**src/rtl/chc_pkg.sv**
```systemverilog
`timescale 1ns / 1ps
// Package of the canonical Huffman encoder: sizes, codes and the command and status records.
package chc_pkg;

    // Alphabet and code sizes
    localparam int MAX_CODE_LEN = 32;
    localparam int NUM_SYMBOLS  = 256;
    localparam int CODE_W       = 32;
    localparam int LEN_LIMIT    = (MAX_CODE_LEN < CODE_W) ? MAX_CODE_LEN : CODE_W;

    // Field widths
    localparam int OP_W     = 2;
    localparam int SYM_W    = 8;
    localparam int LEN_W    = 6;
    localparam int BYTE_W   = 8;
    localparam int FILL_W   = 3;
    localparam int STATUS_W = 2;

    // Stream word widths
    localparam int S_TDATA_W = 16;
    localparam int M_TDATA_W = 8;
    localparam int M_TUSER_W = 1 + STATUS_W;

    // Derived sizes
    localparam int MEM_DEPTH  = 2 ** SYM_W;
    localparam int CNT_W      = $clog2(NUM_SYMBOLS + 1);
    localparam int CNT_IDX_W  = $clog2(LEN_LIMIT);
    localparam int IDX_W      = (CNT_W > CNT_IDX_W) ? CNT_W : CNT_IDX_W;
    localparam int ACC_W      = CODE_W + BYTE_W - 1;
    localparam int TOT_W      = $clog2(ACC_W + 1);
    localparam int NB_W       = TOT_W - FILL_W;

    typedef enum logic [OP_W-1:0] {
        OP_LOAD   = 2'd0,
        OP_BUILD  = 2'd1,
        OP_ENCODE = 2'd2,
        OP_FLUSH  = 2'd3
    } op_t;

    typedef enum logic [STATUS_W-1:0] {
        ST_OK          = 2'd0,
        ST_LEN_REFUSED = 2'd1,
        ST_NO_CODE     = 2'd2
    } status_t;

    // Controller to datapath
    typedef struct packed {
        logic             accept;
        logic             sweep;
        logic             cnt_en;
        logic             sum_en;
        logic             asn_en;
        logic             enc_calc;
        logic             emit;
        logic             resp_push;
        logic [IDX_W-1:0] idx;
    } cmd_t;

    // Datapath to controller
    typedef struct packed {
        logic out_free;
        logic enc_single;
        logic rem_one;
    } sts_t;

endpackage

```
**src/rtl/chc_ctrl.sv**
```systemverilog
`timescale 1ns / 1ps
// Controller state machine of the canonical Huffman encoder.
module chc_ctrl import chc_pkg::*; (
    input  logic aclk,
    input  logic aresetn,
    input  logic in_valid,
    input  op_t  in_op,
    output logic in_ready,
    input  sts_t sts,
    output cmd_t cmd
);

    typedef enum logic [6:0] {
        S_IDLE = 7'b0000001,
        S_CNT  = 7'b0000010,
        S_SUM  = 7'b0000100,
        S_ASN  = 7'b0001000,
        S_ENC  = 7'b0010000,
        S_EMIT = 7'b0100000,
        S_RESP = 7'b1000000
    } state_t;

    state_t           state_reg, state_next;
    logic [IDX_W-1:0] idx_reg, idx_next;

    assign in_ready = (state_reg == S_IDLE);

    always_comb begin
        state_next = state_reg;
        idx_next   = idx_reg;
        cmd        = '0;
        cmd.idx    = idx_reg;
        unique case (state_reg)
            S_IDLE: begin
                if (in_valid) begin
                    cmd.accept = 1'b1;
                    idx_next   = '0;
                    unique case (in_op)
                        OP_LOAD, OP_FLUSH: state_next = S_RESP;
                        OP_BUILD:          state_next = S_CNT;
                        OP_ENCODE:         state_next = S_ENC;
                    endcase
                end
            end
            S_CNT: begin
                cmd.sweep  = 1'b1;
                cmd.cnt_en = (idx_reg != '0);
                if (idx_reg == IDX_W'(NUM_SYMBOLS)) begin
                    idx_next   = '0;
                    state_next = S_SUM;
                end else begin
                    idx_next = idx_reg + IDX_W'(1);
                end
            end
            S_SUM: begin
                cmd.sum_en = 1'b1;
                if (idx_reg == IDX_W'(LEN_LIMIT - 1)) begin
                    idx_next   = '0;
                    state_next = S_ASN;
                end else begin
                    idx_next = idx_reg + IDX_W'(1);
                end
            end
            S_ASN: begin
                cmd.sweep  = 1'b1;
                cmd.asn_en = (idx_reg != '0);
                if (idx_reg == IDX_W'(NUM_SYMBOLS)) begin
                    idx_next   = '0;
                    state_next = S_RESP;
                end else begin
                    idx_next = idx_reg + IDX_W'(1);
                end
            end
            S_ENC: begin
                cmd.enc_calc = 1'b1;
                state_next   = sts.enc_single ? S_RESP : S_EMIT;
            end
            S_EMIT: begin
                if (sts.out_free) begin
                    cmd.emit = 1'b1;
                    if (sts.rem_one) begin
                        state_next = S_IDLE;
                    end
                end
            end
            S_RESP: begin
                if (sts.out_free) begin
                    cmd.resp_push = 1'b1;
                    state_next    = S_IDLE;
                end
            end
            default: begin
                state_next = S_IDLE;
            end
        endcase
    end

    always_ff @(posedge aclk) begin
        if (!aresetn) begin
            state_reg <= S_IDLE;
            idx_reg   <= '0;
        end else begin
            state_reg <= state_next;
            idx_reg   <= idx_next;
        end
    end

endmodule

```
**config.mk**
```make
export PLATFORM = sky130hd
export DESIGN_NAME = chc_ctrl
export DESIGN_NICKNAME = d
export VERILOG_FILES = /design/src/rtl/chc_pkg.sv /design/src/rtl/chc_ctrl.sv
export SDC_FILE = /design/constraint.sdc
export NUM_CORES = 1
export LEC_CHECK = 0
export BUFFER_PORTS_ARGS = -buffer_cell sky130_fd_sc_hd__buf_2
export CORE_MARGIN = 3
export CORE_UTILIZATION = 45
export CTS_BUF_LIST = sky130_fd_sc_hd__clkbuf_8
export DETAILED_ROUTE_END_ITERATION = 10
export PLACE_DENSITY = 0.69
export SYNTH_ARGS = -nofsm -noshare
export SYNTH_HDL_FRONTEND = slang
export SYNTH_SLANG_ARGS = --single-unit
export TNS_END_PERCENT = 10
```
**constraint.sdc**
```tcl
create_clock -name aclk -period 2.1 [get_ports aclk]
set_input_delay 0.63 -clock aclk [delete_from_list [all_inputs] [get_ports aclk]]
set_output_delay 0.63 -clock aclk [all_outputs]
set_load 0.005 [all_outputs]
```
==> reports/summary.txt, run 1 <==
PWR
--------------------------------------------------------------------------------
Max IR drop VDD                                                       0.000602 V
Static Leakage                                                       0.000618 uW
Power density over cell area                                          678 nW/um2
Total power                                                               972 uW

SYNTHESIS
--------------------------------------------------------------------------------
Post-synthesis cell count                                                    123
Async set-reset flop share out of synthesis                                   0%
Yosys warning count                                                            0
Xor/xnor cell area share of the yosys netlist                              7.74%
Synthesized area                                                        1020 um2
Cell type contributing the most total cell area after synthesis          dfxtp_1
Mux cell area share after synthesis                                       0.983%
Main area contributors after synthesis                              dfxtp_1 (31%), xnor2_1 (6.9%), ha_1 (4.9%)
Largest family of logic cells by synthesized area                   simple AND/OR/NAND/NOR gates
Area fraction of the dominant cell type after synthesis                    31.4%
Top_reg_cell synth                                                       dfxtp_1
Average cell area after synthesis                                       8.28 um2
Number of different library cells in the post-synthesis netlist               42
Post-Synth Adder-Cell Area                                                 4.91%
Compound-gate portion of the synthesized area                              17.9%
Post-synthesis register bit count                                             16
Simple-gate share of the synthesized area                                  32.6%
EDFF count, synth                                                              0
Sequential fraction of the synthesis area                                  31.4%
Post-Syn Nets                                                                135

PLACE
--------------------------------------------------------------------------------
Placed wire-length estimate after detailed placement                     2.01 mm
# placed instances                                                           186
Worst setup slack after placement                                     -0.0405 ns
Placer Congestion                                                          0.822
I/O Buffers                                                                   25

TIMING
--------------------------------------------------------------------------------
Period Utilization, post-route                                              112%
Final min period                                                         2.34 ns
Setup skew after layout                                               0.00380 ns
Final Max Tran Viols                                                           0
Setup repair after global routing missed its margin                          yes
Slew at the pin closest to its max-slew limit                           0.471 ns
Highest clock rate                                                     0.427 GHz
Relative slew slack                                                        68.6%
Setup ws final                                                         -0.243 ns
Final number of hold-violating endpoints                                       0
Number of setup violations in the final report                                 3

ROUTE
--------------------------------------------------------------------------------
Number of iterations in the first detailed-routing pass                        4
Drt initial violations                                                        19
Via count                                                                   1057
Routed WL                                                                2.76 mm
Residual antenna-violating net count after detailed routing                    0
Detail-routed net length per standard cell                               14.4 um
Remaining DRCs                                                                 0
Post-DR vias/cell                                                           5.51

MIN PATH
--------------------------------------------------------------------------------
Worst hold path type                                                register to register

WORST SETUP PATH
--------------------------------------------------------------------------------
Worst-path fanout max                                                          2
Type of element launching the critical path                             register
Largest stage delay on the critical path                                 0.56 ns
CP Buf/Inv Count                                                               2
Data arrival time of the worst path                                      1.71 ns
Category of the critical setup timing path                          register to output port
Highest-delay cell along the critical path                                 or4_4
Required time reported for the critical path endpoint                    1.47 ns
Cell-by-cell trace of the critical path                             or4_4 -> or3_4 -> inv_2 -> buf_2
Family with the most delay on the worst path                        simple AND/OR/NAND/NOR gates
Setup crit end kind                                                  output port

CTS
--------------------------------------------------------------------------------
H-tree levels                                                                  1
Number of buffers added to fix hold violations after cts                       0
Number of buffers created by CTS                                               3
Root buffer selected by CTS                                             clkbuf_8
Clock-pin slew on the worst setup and hold paths                         0.07 ns
Insertion delay of the later-clocked pin in the worst-skew pair          0.25 ns
TritonCTS clock tree                                                         yes
Sinks on the clock net                                                        16
Clock buffer depth                                                             2

DIE
--------------------------------------------------------------------------------
I/O pin count                                                                 26
Height of the die                                                        53.6 um
Die width                                                                53.6 um
Initial Util                                                               49.9%
Core box area                                                           2040 um2
DIE AREA                                                                2870 um2
Number of placement rows                                                      16

GLOBAL ROUTE
--------------------------------------------------------------------------------
Number of antenna violations at the first check in global routing              0
GRT Max-Usage Layer                                                         met2
Met3 routing resource usage after global routing                           3.60%
Met2 usage                                                                 34.3%
Wire length of the first global-routing pass                             4.56 mm
Pin count of the biggest net entering global routing                          10
Via count of the first global-routing pass                                  1000
Global routing usage summed across all routing layers                      21.6%
GR Overflow Total                                                              0
Fraction of met1 tracks used by global routing                             30.6%

FLOW RUN
--------------------------------------------------------------------------------
Maximum Capacitance Violations                                                 0

RUN STATUS
--------------------------------------------------------------------------------
Violated checks                                                     negative setup slack
Status                                                              finished, violations left

LAYOUT
--------------------------------------------------------------------------------
Fraction of layout cells with a size suffix above 1                        39.4%
Finished Layout Cells                                                        192
Fin nets                                                                     178
Most frequent cells in the layout                                   buf_2 (25), buf_4 (18), dfxtp_1 (15)
Antenna Cells                                                                  0
Number of flip-flops in the largest register                                   9
Most common cell after layout, fill and taps aside                         buf_2
Number of filler cells placed in the layout                                  176
Post-synthesis to final-layout area growth                                 40.8%
Final core utilization                                                     70.2%

## metal layers
metal  up-vias  share of wire (%)
met1       504                 49
met2        25                 47
met5         -                  0
li1        526                  -
met4         0               0.25
met3         2                4.1
## per-stage QoR
step	TNS, ns	hold slack [ns]	area [um2]
2_1_floorplan	0	0.505	1020
3_3_place_gp	0	0.515	1280
3_5_place_dp	-0.0405	0.520	1280
4_1_cts	-0.464	0.530	1390
5_1_grt	-0.933	0.569	1430
6_report	-0.431	0.534	1430
## worst paths after layout
path / endpoint / cells past startpoint / startpoint / slack, ns
hold reg to reg: idx_reg[1] / 2 / idx_reg[1] / 0.53
hold / removal: idx_reg[1] / 2 / idx_reg[1] / 0.53
setup reg to reg: state_reg[5] / 5 / idx_reg[5] / 0
setup / recovery: cmd[15] / 4 / state_reg[4] / -0.24
## synth_stat cells (2+ instances only)
cell	number
o21ai_1	2
a21boi_0	3
nor3_1	2
a211oi_1	3
and2_1	2
nand2_1	8
dfxtp_1	16
inv_1	7
xnor2_1	8
nand4_1	2
clkbuf_1	5
nor4b_1	2
nand3_1	6
nor2b_1	4
ha_1	4
o21ai_0	3
or4_1	2
nor2_1	13
nor3b_1	3
and3_1	3
a21oi_1	4
## layout make-up
class                      instances  area [um2]  share of cell area (%)
timing repair buffer              43         260                    18.2
multi-input combinational         95         737                    51.4
tap                               27        33.8                    2.36
clock buffer                       4        55.1                    3.84
inverter                           7        26.3                    1.83
sequential                        16         322                    22.4
## what timing repair did
action | CTS | global route
buffers inserted | 0 | 2
pin swaps | 0 | 4
endpoints found under the setup margin | 6 | 15
endpoints found under the hold margin | 0 | 0
resized for setup | 11 | 7
## logic make-up (layout without fill, tap and decap cells)
group / after synthesis / in the layout
simple gates: 57 / 57
buf+inv: 12 / 54
compound gates: 24 / 24
fa+ha+maj: 4 / 4
xor+xnor: 9 / 9
mux: 1 / 1
flops: 16 / 16
## worst register-to-register path, stage by stage (launching register included)
cell and delay (ns):
dfxtp_1 0.32, or4_1 0.57, o2111ai_1 0.46, o211a_4 0.30, nand2_1 0.07, a32o_1 0.28
## where the power goes
| group | total [uW] | leakage (uW) | switching (uW) | internal, uW |
|---|---|---|---|---|
| clock | 278 | 0.0000288 | 111 | 166 |
| sequential | 339 | 0.000130 | 16.6 | 322 |
| combinational | 356 | 0.000459 | 180 | 176 |
| total | 972 | 0.000618 | 308 | 665 |
No activity file was read; power rests on OpenSTA's default activity.
==> inputs of run 2 (changes only) <==
CELL_PAD_IN_SITES_DETAIL_PLACEMENT = 1   (was unset)
CELL_PAD_IN_SITES_GLOBAL_PLACEMENT = 1   (was unset)
CORE_UTILIZATION = 39   (was 45)
PLACE_DENSITY = unset   (was 0.69)
PLACE_DENSITY_LB_ADDON = 0.1   (was unset)
==> run 2 against run 1 <==
Net effect: the flow still finishes with violations (negative setup slack); critical path type unchanged; final cell count increased by 4.2%; critical endpoint unchanged; via count is 12% higher; largest cell class unchanged; setup slack improved by 0.023 ns; register-to-register slack lost 0.02 ns; critical path depth stayed put.
==> reports/summary.txt, run 2 (synthesis results as in run 1) <==
TIMING
--------------------------------------------------------------------------------
Final Max Tran Viols                                                           0   unchanged
Setup skew after layout                                               0.00152 ns   -0.00228 ns
Highest clock rate                                                     0.431 GHz   +1.0%
Final number of hold-violating endpoints                                       0   unchanged
Slew at the pin closest to its max-slew limit                           0.431 ns   -0.0397 ns
Setup repair after global routing missed its margin                          yes
Period Utilization, post-route                                              110%   -1.1 points
Total negative slack                                                   -0.650 ns   -0.219 ns
Relative slew slack                                                        71.2%   +2.6 points
Setup ws final                                                         -0.220 ns   +0.0233 ns
Final min period                                                         2.32 ns   -0.0233 ns
Number of setup violations in the final report                                 7   +4

FLOW RUN
--------------------------------------------------------------------------------
Maximum Capacitance Violations                                                 0   unchanged

CTS
--------------------------------------------------------------------------------
Sinks on the clock net                                                        16   unchanged
Root buffer selected by CTS                                             clkbuf_8
TritonCTS clock tree                                                         yes
Insertion delay of the later-clocked pin in the worst-skew pair          0.25 ns   about the same
Clock-pin slew on the worst setup and hold paths                         0.07 ns   about the same
Number of buffers created by CTS                                               3   unchanged
Clock buffer depth                                                             2   unchanged
H-tree levels                                                                  1   unchanged

GLOBAL ROUTE
--------------------------------------------------------------------------------
GR Overflow Total                                                              0   unchanged
Number of antenna violations at the first check in global routing              0   unchanged
Via count of the first global-routing pass                                  1239   +24%
Pin count of the biggest net entering global routing                          10   unchanged
Wire length of the first global-routing pass                             6.53 mm   +43%
Global routing usage summed across all routing layers                      26.1%   +4.5 points

LAYOUT
--------------------------------------------------------------------------------
Antenna Cells                                                                  0   unchanged
Number of flip-flops in the largest register                                   9   unchanged
Final Cell Area                                                         1520 um2   +6.0%
Post-synthesis to final-layout area growth                                 49.3%
Number of filler cells placed in the layout                                  284   +61%
Most frequent cells in the layout                                   buf_2 (24), buf_4 (24), nor2_1 (12)
Fraction of layout cells with a size suffix above 1                        47.1%   +7.7 points
Fin nets                                                                     185   +3.9%

DIE
--------------------------------------------------------------------------------
Number of placement rows                                                      17   +1
Initial Util                                                               43.5%   -6.3 points
Core box area                                                           2340 um2   +15%
Die width                                                                57.1 um   +6.6%
Height of the die                                                        57.1 um   +6.6%
DIE AREA                                                                3260 um2   +14%
I/O pin count                                                                 26   unchanged

MIN PATH
--------------------------------------------------------------------------------
Worst hold path type                                                register to register

WORST SETUP PATH
--------------------------------------------------------------------------------
Highest-delay cell along the critical path                                 or4_4
Cell-by-cell trace of the critical path                             or4_4 -> or3_4 -> inv_2 -> buf_6
Largest stage delay on the critical path                                 0.55 ns   about the same
Minimum setup slack among reg-to-reg paths                              -0.02 ns   -0.02 ns
Required time reported for the critical path endpoint                    1.47 ns   about the same
Cell count along the critical path                                             4   unchanged
Worst setup path startpoint                                         state_reg[6]
Worst-path fanout max                                                          2   unchanged
Termination of the worst setup path                                      cmd[15]
Setup crit end kind                                                  output port
Category of the critical setup timing path                          register to output port
Type of element launching the critical path                             register
Data arrival time of the worst path                                      1.69 ns   -0.02 ns
End of the worst register-to-register path                          state_reg[0]
CP Buf/Inv Count                                                               2   unchanged
Cell count of the worst reg-to-reg path                                        6   +1
Family with the most delay on the worst path                        simple AND/OR/NAND/NOR gates
Source of the worst register-to-register timing path                state_reg[6]

ROUTE
--------------------------------------------------------------------------------
Detail-routed net length per standard cell                               21.3 um   +48%
Number of iterations in the first detailed-routing pass                        4   unchanged
Residual antenna-violating net count after detailed routing                    0   unchanged
Routed WL                                                                4.26 mm   +54%
Via count                                                                   1186   +12%
Remaining DRCs                                                                 0   unchanged
Drt initial violations                                                        99   +80
Post-DR vias/cell                                                           5.93   +7.7%

PWR
--------------------------------------------------------------------------------
Static Leakage                                                       0.000663 uW   +7.3%
Max IR drop VDD                                                       0.000534 V   -11%
Total power                                                              1060 uW   +8.7%
Power density over cell area                                          695 nW/um2   +2.5%

PLACE
--------------------------------------------------------------------------------
I/O Buffers                                                                   25   unchanged
Instance area at placement                                              1330 um2   +3.6%
Placer Congestion                                                          0.800   -2.7%
Placed wire-length estimate after detailed placement                     2.49 mm   +24%

RUN STATUS
--------------------------------------------------------------------------------
Status                                                              finished, violations left
Violated checks                                                     negative setup slack

run 2: changes by cell type in the layout (fill, tap and decap cells not counted), sizes merged:
cell  delta
buf      +7
run 2: cell type report:
| type | instances | area (um2) | area share [%] |
|---|---|---|---|
| repair buffers | 50 | 323 | 21.2 |
| clock buffers | 4 | 55.1 | 3.62 |
| well taps | 28 | 35.0 | 2.30 |
| inverters | 7 | 26.3 | 1.73 |
| flip-flops and latches | 16 | 329 | 21.6 |
| multi-input cells | 95 | 752 | 49.5 |
run 2: how the worst min path moves through the flow:
stage	from	to	slack [ns]	cells past startpoint
4_1_cts	idx_reg[1]	idx_reg[1]	0.50	2
5_1_grt	idx_reg[1]	idx_reg[1]	0.54	2
3_5_place_dp	idx_reg[1]	idx_reg[1]	0.53	2
6_report	idx_reg[1]	idx_reg[1]	0.51	2
2_1_floorplan	idx_reg[1]	idx_reg[1]	0.51	2
3_3_place_gp	idx_reg[1]	idx_reg[1]	0.51	2
run 2: where the power goes:
| group | internal [uW] | leakage [uW] | total (uW) | switching [uW] |
|---|---|---|---|---|
| sequential | 325 | 0.000132 | 347 | 21.4 |
| combinational | 207 | 0.000502 | 430 | 224 |
| clock | 167 | 0.0000288 | 280 | 113 |
run 2: routing by layer:
metal  global-route usage [%]  vias up  share of wire [%]
met5                        0        -                  0
met2                     43.4       50                 50
li1                         -      544                  -
met3                     5.66       14                7.0
met4                     8.94        0                2.1
met1                     33.4      578                 41
run 2: stage by stage:
stage	util (%)	worst slack, ns	instances	hold WS [ns]
2_1_floorplan	-	0.0696	123	0.505
3_3_place_gp	56.6	-0.00537	193	0.513
3_5_place_dp	56.6	-0.0669	193	0.532
4_1_cts	62.0	-0.226	198	0.505
5_1_grt	65.0	-0.247	200	0.539
6_report	65.0	-0.220	200	0.507
run 2: tightest hold or removal path, cell delays in order (launching register included):
cell and delay [ns]:
dfxtp_2 0.35, nand2_1 0.06, a21oi_1 0.06
run 2: timing repair:
item | CTS | global route
endpoints found under the setup margin | 7 | 19
pin swaps | 4 | 7
hold buffers | 0 | 0
buffers inserted | 1 | 2
gates resized for setup | 16 | 13
